### src/rtl/core/pip_pkg.sv
// Shared types and constants for the point-in-polygon test unit.
`default_nettype none

package pip_pkg;

    localparam int DEF_MAX_VERTICES = 64;
    localparam int DEF_COORD_BITS   = 16;

    localparam int REQ_W      = 2;
    localparam int OUT_CNT_W  = 7;
    localparam int M_TDATA_W  = 16;

    localparam logic [REQ_W-1:0] REQ_CLEAR = 2'd0;
    localparam logic [REQ_W-1:0] REQ_ADD   = 2'd1;
    localparam logic [REQ_W-1:0] REQ_TEST  = 2'd2;

    // Commands from the controller to the datapath
    typedef struct packed {
        logic clear_en;
        logic add_en;
        logic query_ld;
        logic rd_en;
        logic close;
        logic out_ld;
    } pip_cmd_t;

    // Status from the datapath to the controller
    typedef struct packed {
        logic empty;
        logic res_ready;
    } pip_sts_t;

endpackage

`default_nettype wire

### src/rtl/core/pip_ctrl.sv
// Controller state machine: request decode, vertex walk sequencing and output handshake.
`default_nettype none

module pip_ctrl #(
    parameter int MAX_VERTICES = pip_pkg::DEF_MAX_VERTICES
) (
    input  wire logic                             aclk,
    input  wire logic                             aresetn,
    input  wire logic                             s_tvalid,
    output logic                                  s_tready,
    input  wire logic [pip_pkg::REQ_W-1:0]        req_type,
    output logic                                  m_tvalid,
    input  wire logic                             m_tready,
    input  wire logic [$clog2(MAX_VERTICES+1)-1:0] vcount,
    input  wire pip_pkg::pip_sts_t                sts,
    output pip_pkg::pip_cmd_t                     cmd,
    output logic [$clog2(MAX_VERTICES)-1:0]       rd_addr
);

    localparam int ADDR_W = $clog2(MAX_VERTICES);
    localparam int CNT_W  = $clog2(MAX_VERTICES + 1);

    typedef enum logic [1:0] {
        ST_IDLE,
        ST_WALK,
        ST_CLOSE,
        ST_DRAIN
    } state_t;

    state_t             state_reg;
    logic [ADDR_W-1:0]  addr_reg;
    logic               m_tvalid_reg;
    logic               s_fire;
    logic               walk_last;

    assign s_tready  = (state_reg == ST_IDLE);
    assign s_fire    = s_tvalid && s_tready;
    assign m_tvalid  = m_tvalid_reg;
    assign rd_addr   = addr_reg;
    assign walk_last = ((CNT_W'(addr_reg) + CNT_W'(1)) == vcount);

    always_comb begin
        cmd = '0;
        unique case (state_reg)
            ST_IDLE: begin
                if (s_fire) begin
                    unique case (req_type)
                        pip_pkg::REQ_CLEAR: cmd.clear_en = 1'b1;
                        pip_pkg::REQ_ADD:   cmd.add_en   = 1'b1;
                        pip_pkg::REQ_TEST:  cmd.query_ld = 1'b1;
                        default:            cmd          = '0;
                    endcase
                end
            end
            ST_WALK:  cmd.rd_en  = 1'b1;
            ST_CLOSE: cmd.close  = 1'b1;
            ST_DRAIN: cmd.out_ld = sts.res_ready && (!m_tvalid_reg || m_tready);
            default:  cmd        = '0;
        endcase
    end

    always_ff @(posedge aclk) begin
        if (!aresetn) begin
            state_reg    <= ST_IDLE;
            addr_reg     <= '0;
            m_tvalid_reg <= 1'b0;
        end else begin
            if (cmd.out_ld) begin
                m_tvalid_reg <= 1'b1;
            end else if (m_tvalid_reg && m_tready) begin
                m_tvalid_reg <= 1'b0;
            end
            unique case (state_reg)
                ST_IDLE: begin
                    if (cmd.query_ld) begin
                        addr_reg  <= '0;
                        // empty polygon: only the closing token runs through
                        state_reg <= sts.empty ? ST_CLOSE : ST_WALK;
                    end
                end
                ST_WALK: begin
                    addr_reg <= addr_reg + ADDR_W'(1);
                    if (walk_last) begin
                        state_reg <= ST_CLOSE;
                    end
                end
                ST_CLOSE: state_reg <= ST_DRAIN;
                ST_DRAIN: begin
                    if (cmd.out_ld) begin
                        state_reg <= ST_IDLE;
                    end
                end
                default: state_reg <= ST_IDLE;
            endcase
        end
    end

    a_out_ld_ready: assert property (@(posedge aclk) disable iff (!aresetn)
        cmd.out_ld |-> sts.res_ready)
        else $error("result loaded before the count finished");

    a_out_no_overwrite: assert property (@(posedge aclk) disable iff (!aresetn)
        cmd.out_ld |-> (!m_tvalid_reg || m_tready))
        else $error("result register overwritten while waiting");

    a_walk_nonempty: assert property (@(posedge aclk) disable iff (!aresetn)
        (state_reg == ST_WALK) |-> !sts.empty)
        else $error("vertex walk on an empty polygon");

endmodule

`default_nettype wire

### src/rtl/core/pip_dp.sv
// Datapath: vertex store, edge pipeline with cross-multiplied crossing test, result register.
`default_nettype none

module pip_dp #(
    parameter int MAX_VERTICES = pip_pkg::DEF_MAX_VERTICES,
    parameter int COORD_BITS   = pip_pkg::DEF_COORD_BITS
) (
    input  wire logic                              aclk,
    input  wire logic                              aresetn,
    input  wire pip_pkg::pip_cmd_t                 cmd,
    input  wire logic [$clog2(MAX_VERTICES)-1:0]   rd_addr,
    input  wire logic signed [COORD_BITS-1:0]      coord_x,
    input  wire logic signed [COORD_BITS-1:0]      coord_y,
    output logic [$clog2(MAX_VERTICES+1)-1:0]      vcount,
    output pip_pkg::pip_sts_t                      sts,
    output logic                                   inside_res,
    output logic [pip_pkg::OUT_CNT_W-1:0]          crossing_count,
    output logic [pip_pkg::OUT_CNT_W-1:0]          vertices_held
);

    localparam int ADDR_W = $clog2(MAX_VERTICES);
    localparam int CNT_W  = $clog2(MAX_VERTICES + 1);
    localparam int D_W    = COORD_BITS + 1;
    localparam int P_W    = 2 * D_W;

    logic signed [COORD_BITS-1:0] vx_mem [MAX_VERTICES];
    logic signed [COORD_BITS-1:0] vy_mem [MAX_VERTICES];

    logic [CNT_W-1:0]             vcount_reg;
    logic                         full;

    logic signed [COORD_BITS-1:0] qx_reg, qy_reg;
    logic signed [COORD_BITS-1:0] rd_x_reg, rd_y_reg;
    logic                         rd_vld_reg, rd_first_reg, rd_close_reg;
    logic signed [COORD_BITS-1:0] first_x_reg, first_y_reg;
    logic signed [COORD_BITS-1:0] prev_x_reg, prev_y_reg;

    logic signed [COORD_BITS-1:0] bx, by;
    logic                         straddle, edge_go;
    logic signed [D_W-1:0]        dbx, dpy, dpx, dy;

    logic signed [D_W-1:0]        e_dbx_reg, e_dpy_reg, e_dpx_reg, e_dy_reg;
    logic                         e_hit_reg, e_last_reg;

    logic signed [P_W-1:0]        m1_reg, m2_reg;
    logic                         m_dyneg_reg, m_hit_reg, m_last_reg;
    logic                         right;

    logic [CNT_W-1:0]             cnt_reg;
    logic                         res_ready_reg;

    logic                         out_inside_reg;
    logic [pip_pkg::OUT_CNT_W-1:0] out_cnt_reg, out_held_reg;

    assign full          = (vcount_reg == CNT_W'(MAX_VERTICES));
    assign vcount        = vcount_reg;
    assign sts.empty     = (vcount_reg == '0);
    assign sts.res_ready = res_ready_reg;

    // Vertex store: one write port, one registered read port
    always_ff @(posedge aclk) begin
        if (cmd.add_en && !full) begin
            vx_mem[vcount_reg[ADDR_W-1:0]] <= coord_x;
            vy_mem[vcount_reg[ADDR_W-1:0]] <= coord_y;
        end
        if (cmd.rd_en) begin
            rd_x_reg <= vx_mem[rd_addr];
            rd_y_reg <= vy_mem[rd_addr];
        end
    end

    // Edge former: previous vertex to the one just read, or last back to first
    always_comb begin
        bx       = rd_close_reg ? first_x_reg : rd_x_reg;
        by       = rd_close_reg ? first_y_reg : rd_y_reg;
        straddle = (prev_y_reg > qy_reg) != (by > qy_reg);
        edge_go  = rd_close_reg ? (vcount_reg != '0) : (rd_vld_reg && !rd_first_reg);
        dbx      = {bx[COORD_BITS-1], bx} - {prev_x_reg[COORD_BITS-1], prev_x_reg};
        dpy      = {qy_reg[COORD_BITS-1], qy_reg} - {prev_y_reg[COORD_BITS-1], prev_y_reg};
        dpx      = {qx_reg[COORD_BITS-1], qx_reg} - {prev_x_reg[COORD_BITS-1], prev_x_reg};
        dy       = {by[COORD_BITS-1], by} - {prev_y_reg[COORD_BITS-1], prev_y_reg};
    end

    // dy > 0: crossing right when dbx*dpy > dpx*dy; dy < 0 flips the compare
    assign right = m_dyneg_reg ? (m2_reg > m1_reg) : (m1_reg > m2_reg);

    always_ff @(posedge aclk) begin
        if (cmd.query_ld) begin
            qx_reg <= coord_x;
            qy_reg <= coord_y;
        end
        if (rd_vld_reg) begin
            prev_x_reg <= rd_x_reg;
            prev_y_reg <= rd_y_reg;
            if (rd_first_reg) begin
                first_x_reg <= rd_x_reg;
                first_y_reg <= rd_y_reg;
            end
        end
        e_dbx_reg   <= dbx;
        e_dpy_reg   <= dpy;
        e_dpx_reg   <= dpx;
        e_dy_reg    <= dy;
        m1_reg      <= P_W'(e_dbx_reg) * P_W'(e_dpy_reg);
        m2_reg      <= P_W'(e_dpx_reg) * P_W'(e_dy_reg);
        m_dyneg_reg <= e_dy_reg[D_W-1];
        if (cmd.out_ld) begin
            out_inside_reg <= cnt_reg[0];
            out_cnt_reg    <= pip_pkg::OUT_CNT_W'(cnt_reg);
            out_held_reg   <= pip_pkg::OUT_CNT_W'(vcount_reg);
        end
    end

    always_ff @(posedge aclk) begin
        if (!aresetn) begin
            vcount_reg    <= '0;
            rd_vld_reg    <= 1'b0;
            rd_first_reg  <= 1'b0;
            rd_close_reg  <= 1'b0;
            e_hit_reg     <= 1'b0;
            e_last_reg    <= 1'b0;
            m_hit_reg     <= 1'b0;
            m_last_reg    <= 1'b0;
            cnt_reg       <= '0;
            res_ready_reg <= 1'b0;
        end else begin
            if (cmd.clear_en) begin
                vcount_reg <= '0;
            end else if (cmd.add_en && !full) begin
                vcount_reg <= vcount_reg + CNT_W'(1);
            end
            rd_vld_reg   <= cmd.rd_en;
            rd_first_reg <= cmd.rd_en && (rd_addr == '0);
            rd_close_reg <= cmd.close;
            e_hit_reg    <= edge_go && straddle;
            e_last_reg   <= rd_close_reg;
            m_hit_reg    <= e_hit_reg;
            m_last_reg   <= e_last_reg;
            if (cmd.query_ld) begin
                cnt_reg       <= '0;
                res_ready_reg <= 1'b0;
            end else begin
                if (m_hit_reg && right) begin
                    cnt_reg <= cnt_reg + CNT_W'(1);
                end
                if (m_last_reg) begin
                    res_ready_reg <= 1'b1;
                end else if (cmd.out_ld) begin
                    res_ready_reg <= 1'b0;
                end
            end
        end
    end

    assign inside_res     = out_inside_reg;
    assign crossing_count = out_cnt_reg;
    assign vertices_held  = out_held_reg;

    a_rd_in_range: assert property (@(posedge aclk) disable iff (!aresetn)
        cmd.rd_en |-> (CNT_W'(rd_addr) < vcount_reg))
        else $error("vertex read beyond the held count");

    a_cnt_bound: assert property (@(posedge aclk) disable iff (!aresetn)
        res_ready_reg |-> (cnt_reg <= vcount_reg))
        else $error("more crossings than edges");

    a_held_bound: assert property (@(posedge aclk) disable iff (!aresetn)
        vcount_reg <= CNT_W'(MAX_VERTICES))
        else $error("vertex count past the store depth");

endmodule

`default_nettype wire

### src/rtl/core/point_in_polygon_test_unit.sv
// Top level of the point-in-polygon test unit: stream ports, controller and datapath.
`default_nettype none

// Holds up to MAX_VERTICES polygon vertices and answers even-odd point-in-polygon
// queries. s_tuser selects the request: clear, add vertex (dropped when the store is
// full) or test point; only a test returns an item on the m_ side. In a test the single
// read port of the vertex store delivers one vertex per cycle, each edge then passes a
// difference, a multiply and a compare stage, and the closing edge follows the last
// vertex. A new request is taken while the previous result still waits in the output
// register.
module point_in_polygon_test_unit #(
    parameter int MAX_VERTICES = pip_pkg::DEF_MAX_VERTICES,
    parameter int COORD_BITS   = pip_pkg::DEF_COORD_BITS
) (
    input  wire logic                                   aclk,
    input  wire logic                                   aresetn,
    input  wire logic                                   s_tvalid,
    output logic                                        s_tready,
    // coord_x, coord_y, zero fill
    input  wire logic [((2*COORD_BITS+7)/8)*8-1:0]      s_tdata,
    // req_type
    input  wire logic [pip_pkg::REQ_W-1:0]              s_tuser,
    output logic                                        m_tvalid,
    input  wire logic                                   m_tready,
    // inside_res, crossing_count, vertices_held, zero fill
    output logic [pip_pkg::M_TDATA_W-1:0]               m_tdata
);

    localparam int ADDR_W = $clog2(MAX_VERTICES);
    localparam int CNT_W  = $clog2(MAX_VERTICES + 1);

    pip_pkg::pip_cmd_t             cmd;
    pip_pkg::pip_sts_t             sts;
    logic [ADDR_W-1:0]             rd_addr;
    logic [CNT_W-1:0]              vcount;
    logic signed [COORD_BITS-1:0]  coord_x, coord_y;
    logic                          inside_res;
    logic [pip_pkg::OUT_CNT_W-1:0] crossing_count, vertices_held;

    assign coord_x = s_tdata[COORD_BITS-1:0];
    assign coord_y = s_tdata[2*COORD_BITS-1:COORD_BITS];

    pip_ctrl #(
        .MAX_VERTICES (MAX_VERTICES)
    ) u_ctrl (
        .aclk     (aclk),
        .aresetn  (aresetn),
        .s_tvalid (s_tvalid),
        .s_tready (s_tready),
        .req_type (s_tuser),
        .m_tvalid (m_tvalid),
        .m_tready (m_tready),
        .vcount   (vcount),
        .sts      (sts),
        .cmd      (cmd),
        .rd_addr  (rd_addr)
    );

    pip_dp #(
        .MAX_VERTICES (MAX_VERTICES),
        .COORD_BITS   (COORD_BITS)
    ) u_dp (
        .aclk           (aclk),
        .aresetn        (aresetn),
        .cmd            (cmd),
        .rd_addr        (rd_addr),
        .coord_x        (coord_x),
        .coord_y        (coord_y),
        .vcount         (vcount),
        .sts            (sts),
        .inside_res     (inside_res),
        .crossing_count (crossing_count),
        .vertices_held  (vertices_held)
    );

    assign m_tdata = {1'b0, vertices_held, crossing_count, inside_res};

endmodule

`default_nettype wire

### config.mk
export PLATFORM = sky130hd
export DESIGN_NAME = point_in_polygon_test_unit
export DESIGN_NICKNAME = d
export VERILOG_FILES = /design/src/rtl/core/pip_pkg.sv /design/src/rtl/core/pip_ctrl.sv /design/src/rtl/core/pip_dp.sv /design/src/rtl/core/point_in_polygon_test_unit.sv
export SDC_FILE = /design/constraint.sdc
export NUM_CORES = 2
export LEC_CHECK = 0
export BUFFER_PORTS_ARGS = -buffer_cell sky130_fd_sc_hd__buf_2
export CORE_MARGIN = 1
export CORE_UTILIZATION = 60
export DETAILED_ROUTE_END_ITERATION = 8
export PLACE_DENSITY = 0.87
export RECOVER_POWER = 25
export SLEW_MARGIN = 30
export SYNTH_ARGS = -nofsm -noshare
export SYNTH_HDL_FRONTEND = slang
export SYNTH_SLANG_ARGS = --single-unit
export TNS_END_PERCENT = 5
### constraint.sdc
create_clock -name aclk -period 15.5 [get_ports aclk]
set_input_delay 3.1 -clock aclk [delete_from_list [all_inputs] [get_ports aclk]]
set_output_delay 3.1 -clock aclk [all_outputs]
set_load 0.01 [all_outputs]
==> summary.md <==
| Metric | Value |
|---|---|
| Num CTS Buffers | `210` |
| Nature of the critical path startpoint | `flop` |
| Total vias in the final route | `67500` |
| Iteration-0 DRC count of the detailed router | `10100` |
| Vias in the first global route | `69300` |
| Max cap viols | `28` |
| CTS tree | `built` |
| Antenna-violating nets left | `0` |
| Most frequent cells in the layout | `edfxtp_1 (2190), inv_1 (760), fa_1 (596)` |
| Overall Global Routing Usage | `34.7%` |
| Layout area overhead | `10.1%` |
| EDFF count, synth | `2190` |
| RSZ-0062 raised after global routing | `false` |
| Worst Hold Class | `flop to flop` |
| Area of the mapped netlist | `113000 um^2` |
| Commonest non-fill, non-tap cell in the layout | `edfxtp_1` |
| Placed instance count | `9417` |
| Die Y | `~440 um` |
| Initial core utilization | `60.4%` |
| Critical Path Fanout Max | `17` |
| Final wirelength | `332000 um` |
| Total setup buffers inserted after CTS | `0` |
| Final net count | `8066` |
| Antenna violations before repair | `24` |
| Clock skew | `0.117 ns` |
| Finished Layout Cells | `9824` |
| Failing checks | `capacitance limit, slew limit` |
| WP data arrival | `7.42 ns` |
| Top achievable clock speed | `0.149 GHz` |
| Cell taking the most area after synthesis | `edfxtp_1` |
| First drt pass iteration count | `9` |
| CTS clk-pin slew, worst paths | `0.07 ns` |
| Critical path class | `flop to flop` |
| Layout cells sized above 1 | `between 10% and 20%` |
| # rows | `159` |
| Worst-skew pair later-pin latency | `0.90 ns` |
| Syn_nets | `7939` |
| Synth Flop Type | `edfxtp_1` |
| Syn. warnings | `0` |
| Clock root buffer | `clkbuf_16` |
| Seq/Total Area, Yosys | `61.0%` |
| Tcrit/Tclk final | `43.2%` |
| Placer Congestion | `between 0.9 and 1` |
| Synth top area cells | `edfxtp_1 (58%), fa_1 (11%), mux4_2 (8.8%)` |
| Mapped Cells | `7011` |
| Synth top area share | `58.1%` |
| #FFs+latches synth | `around 2400` |
| Max H-tree Level | `4` |
| Final hold violation count | `0` |
| Ys async rst share | `0%` |
| Final min period | `6.69 ns` |
| DR WL/cell | `33.8 um` |
| Ports | `56` |
| Resized cells post-CTS | `0` |
| Total gr overflow | `0` |
| Die width | `436 um` |
| First-pass GRT wire length | `473000 um` |
| Avg Inst Size Synth | `between 15 and 20 um^2` |
| CP required | `16.23 ns` |
| PortBufs | `54` |
| Status | `complete, but fails checks` |
| Die ar. | `191000 um^2` |
| # clock sinks | `around 2400` |
| Core Area | `~190000 um^2` |
| Largest net degree at the start of global routing | `127` |
| Hold-fix buffers, CTS | `0` |
| Fin. max-slew vios | `1620` |
| Clk buf depth | `3` |
| Post-DP HPWL | `193000 um` |
| Vias per cell | `approximately 6.9` |
| Final setup viols | `0` |
| Tightest Pin Transition | `4.12 ns` |
| Setup Total Neg Slack | `0 ns` |
| Crit. End Element | `flop` |
| Library cells used by synthesis | `76` |
| Slew HR | `-175%` |
| DRC | `0` |
## logic make-up after synthesis
logic type               after synthesis  synth area share [%]
AO/OA/AOI/OAI                        646                  3.89
adder cells (fa/ha/maj)              890                  13.8
XOR/XNOR                             119                 0.920
buffers and inverters               1053                  3.70
other                                  1               0.00331
AND/OR/NAND/NOR                     1197                  5.16
flip-flops                          2358                  61.0
multiplexers                         747                  11.5
## final timing paths
check                                                 from  depth (start not counted)  slack [ns]                         end
worst min register to register  u_dp.e_last_reg$_SDFF_PN0_                          1        0.45  u_dp.m_last_reg$_SDFF_PN0_
worst min-delay path            u_dp.e_last_reg$_SDFF_PN0_                          1        0.45  u_dp.m_last_reg$_SDFF_PN0_
worst max-delay path             u_dp.e_dbx_reg[7]$_DFF_P_                         22        8.81     u_dp.m1_reg[32]$_DFF_P_
worst max register to register   u_dp.e_dbx_reg[7]$_DFF_P_                         22        8.81     u_dp.m1_reg[32]$_DFF_P_
## layer usage
| layer | GRT usage, % | routed length, um | vias up |
|---|---|---|---|
| met4 | 25.6 | 31400 | 14 |
| met5 | 0.126 | 158 | - |
| met1 | 40.1 | 103000 | 33400 |
| met2 | 55.4 | 156000 | 6242 |
| met3 | 9.74 | 42000 | 1760 |
| li1 | - | - | 26000 |
## worst max-delay path: stages, from the launching register on
cell	delay (ns)
dfxtp_1	0.74
nand2_1	0.17
fa_1	0.56
inv_1	0.05
fa_1	0.51
inv_1	0.06
fa_1	0.54
inv_1	0.06
fa_1	0.46
fa_1	0.50
inv_1	0.05
fa_1	0.48
inv_1	0.04
ha_1	0.36
a21oi_1	0.19
o21ai_0	0.12
a21o_1	0.21
a221oi_2	0.40
a211oi_1	0.19
o21ai_1	0.22
a31oi_1	0.15
or4_1	0.42
nand3_1	0.10
## through the flow
| step | worst slack (ns) | hold WS, ns | cell area [um^2] | utilization, % |
|---|---|---|---|---|
| after floorplan | 9.44 | 0.389 | 113000 | - |
| after global placement | 8.89 | 0.421 | 117000 | 62.2 |
| after detailed placement | 8.75 | 0.433 | 118000 | 62.8 |
| after CTS | 8.83 | 0.449 | 125000 | 66.4 |
| after global routing | 8.50 | 0.469 | 125000 | 66.5 |
| final | 8.81 | 0.446 | 125000 | 66.5 |
## Yosys cell counts (14+ instances only)
cell and instances:
edfxtp_1 2190, inv_1 760, fa_1 596, mux4_2 442, nand2_1 404, and2_1 323, ha_1 294, mux2i_1 277
nor2_1 218, clkbuf_1 175, dfxtp_1 168, a21oi_1 164, o221ai_1 125, xnor2_1 90, o21ai_0 88, o22ai_1 60
nor3_1 57, buf_2 48, nand3_1 43, a21o_1 41, buf_4 35, nor2b_1 34, nand2b_1 31, xor2_1 29
mux2_2 28, a211oi_1 27, buf_1 27, or3_1 23, o21a_1 20, nand4_1 18, a21boi_0 14
## area by class of cell
type / count / area [um^2]
Antenna cell: 16 / 40.0
Clock buffer: 264 / 5630
Clock inverter: 123 / 1250
Fill cell: 11500 / 62900
Inverter: 762 / 2870
Multi-Input combinational cell: 3600 / 40500
Sequential cell: 2358 / 69100
Tap cell: 2495 / 3120
Timing Repair Buffer: 206 / 2130
Power is not shown: default switching activity piles up to over one toggle a cycle in this logic, so the estimate is an artifact.
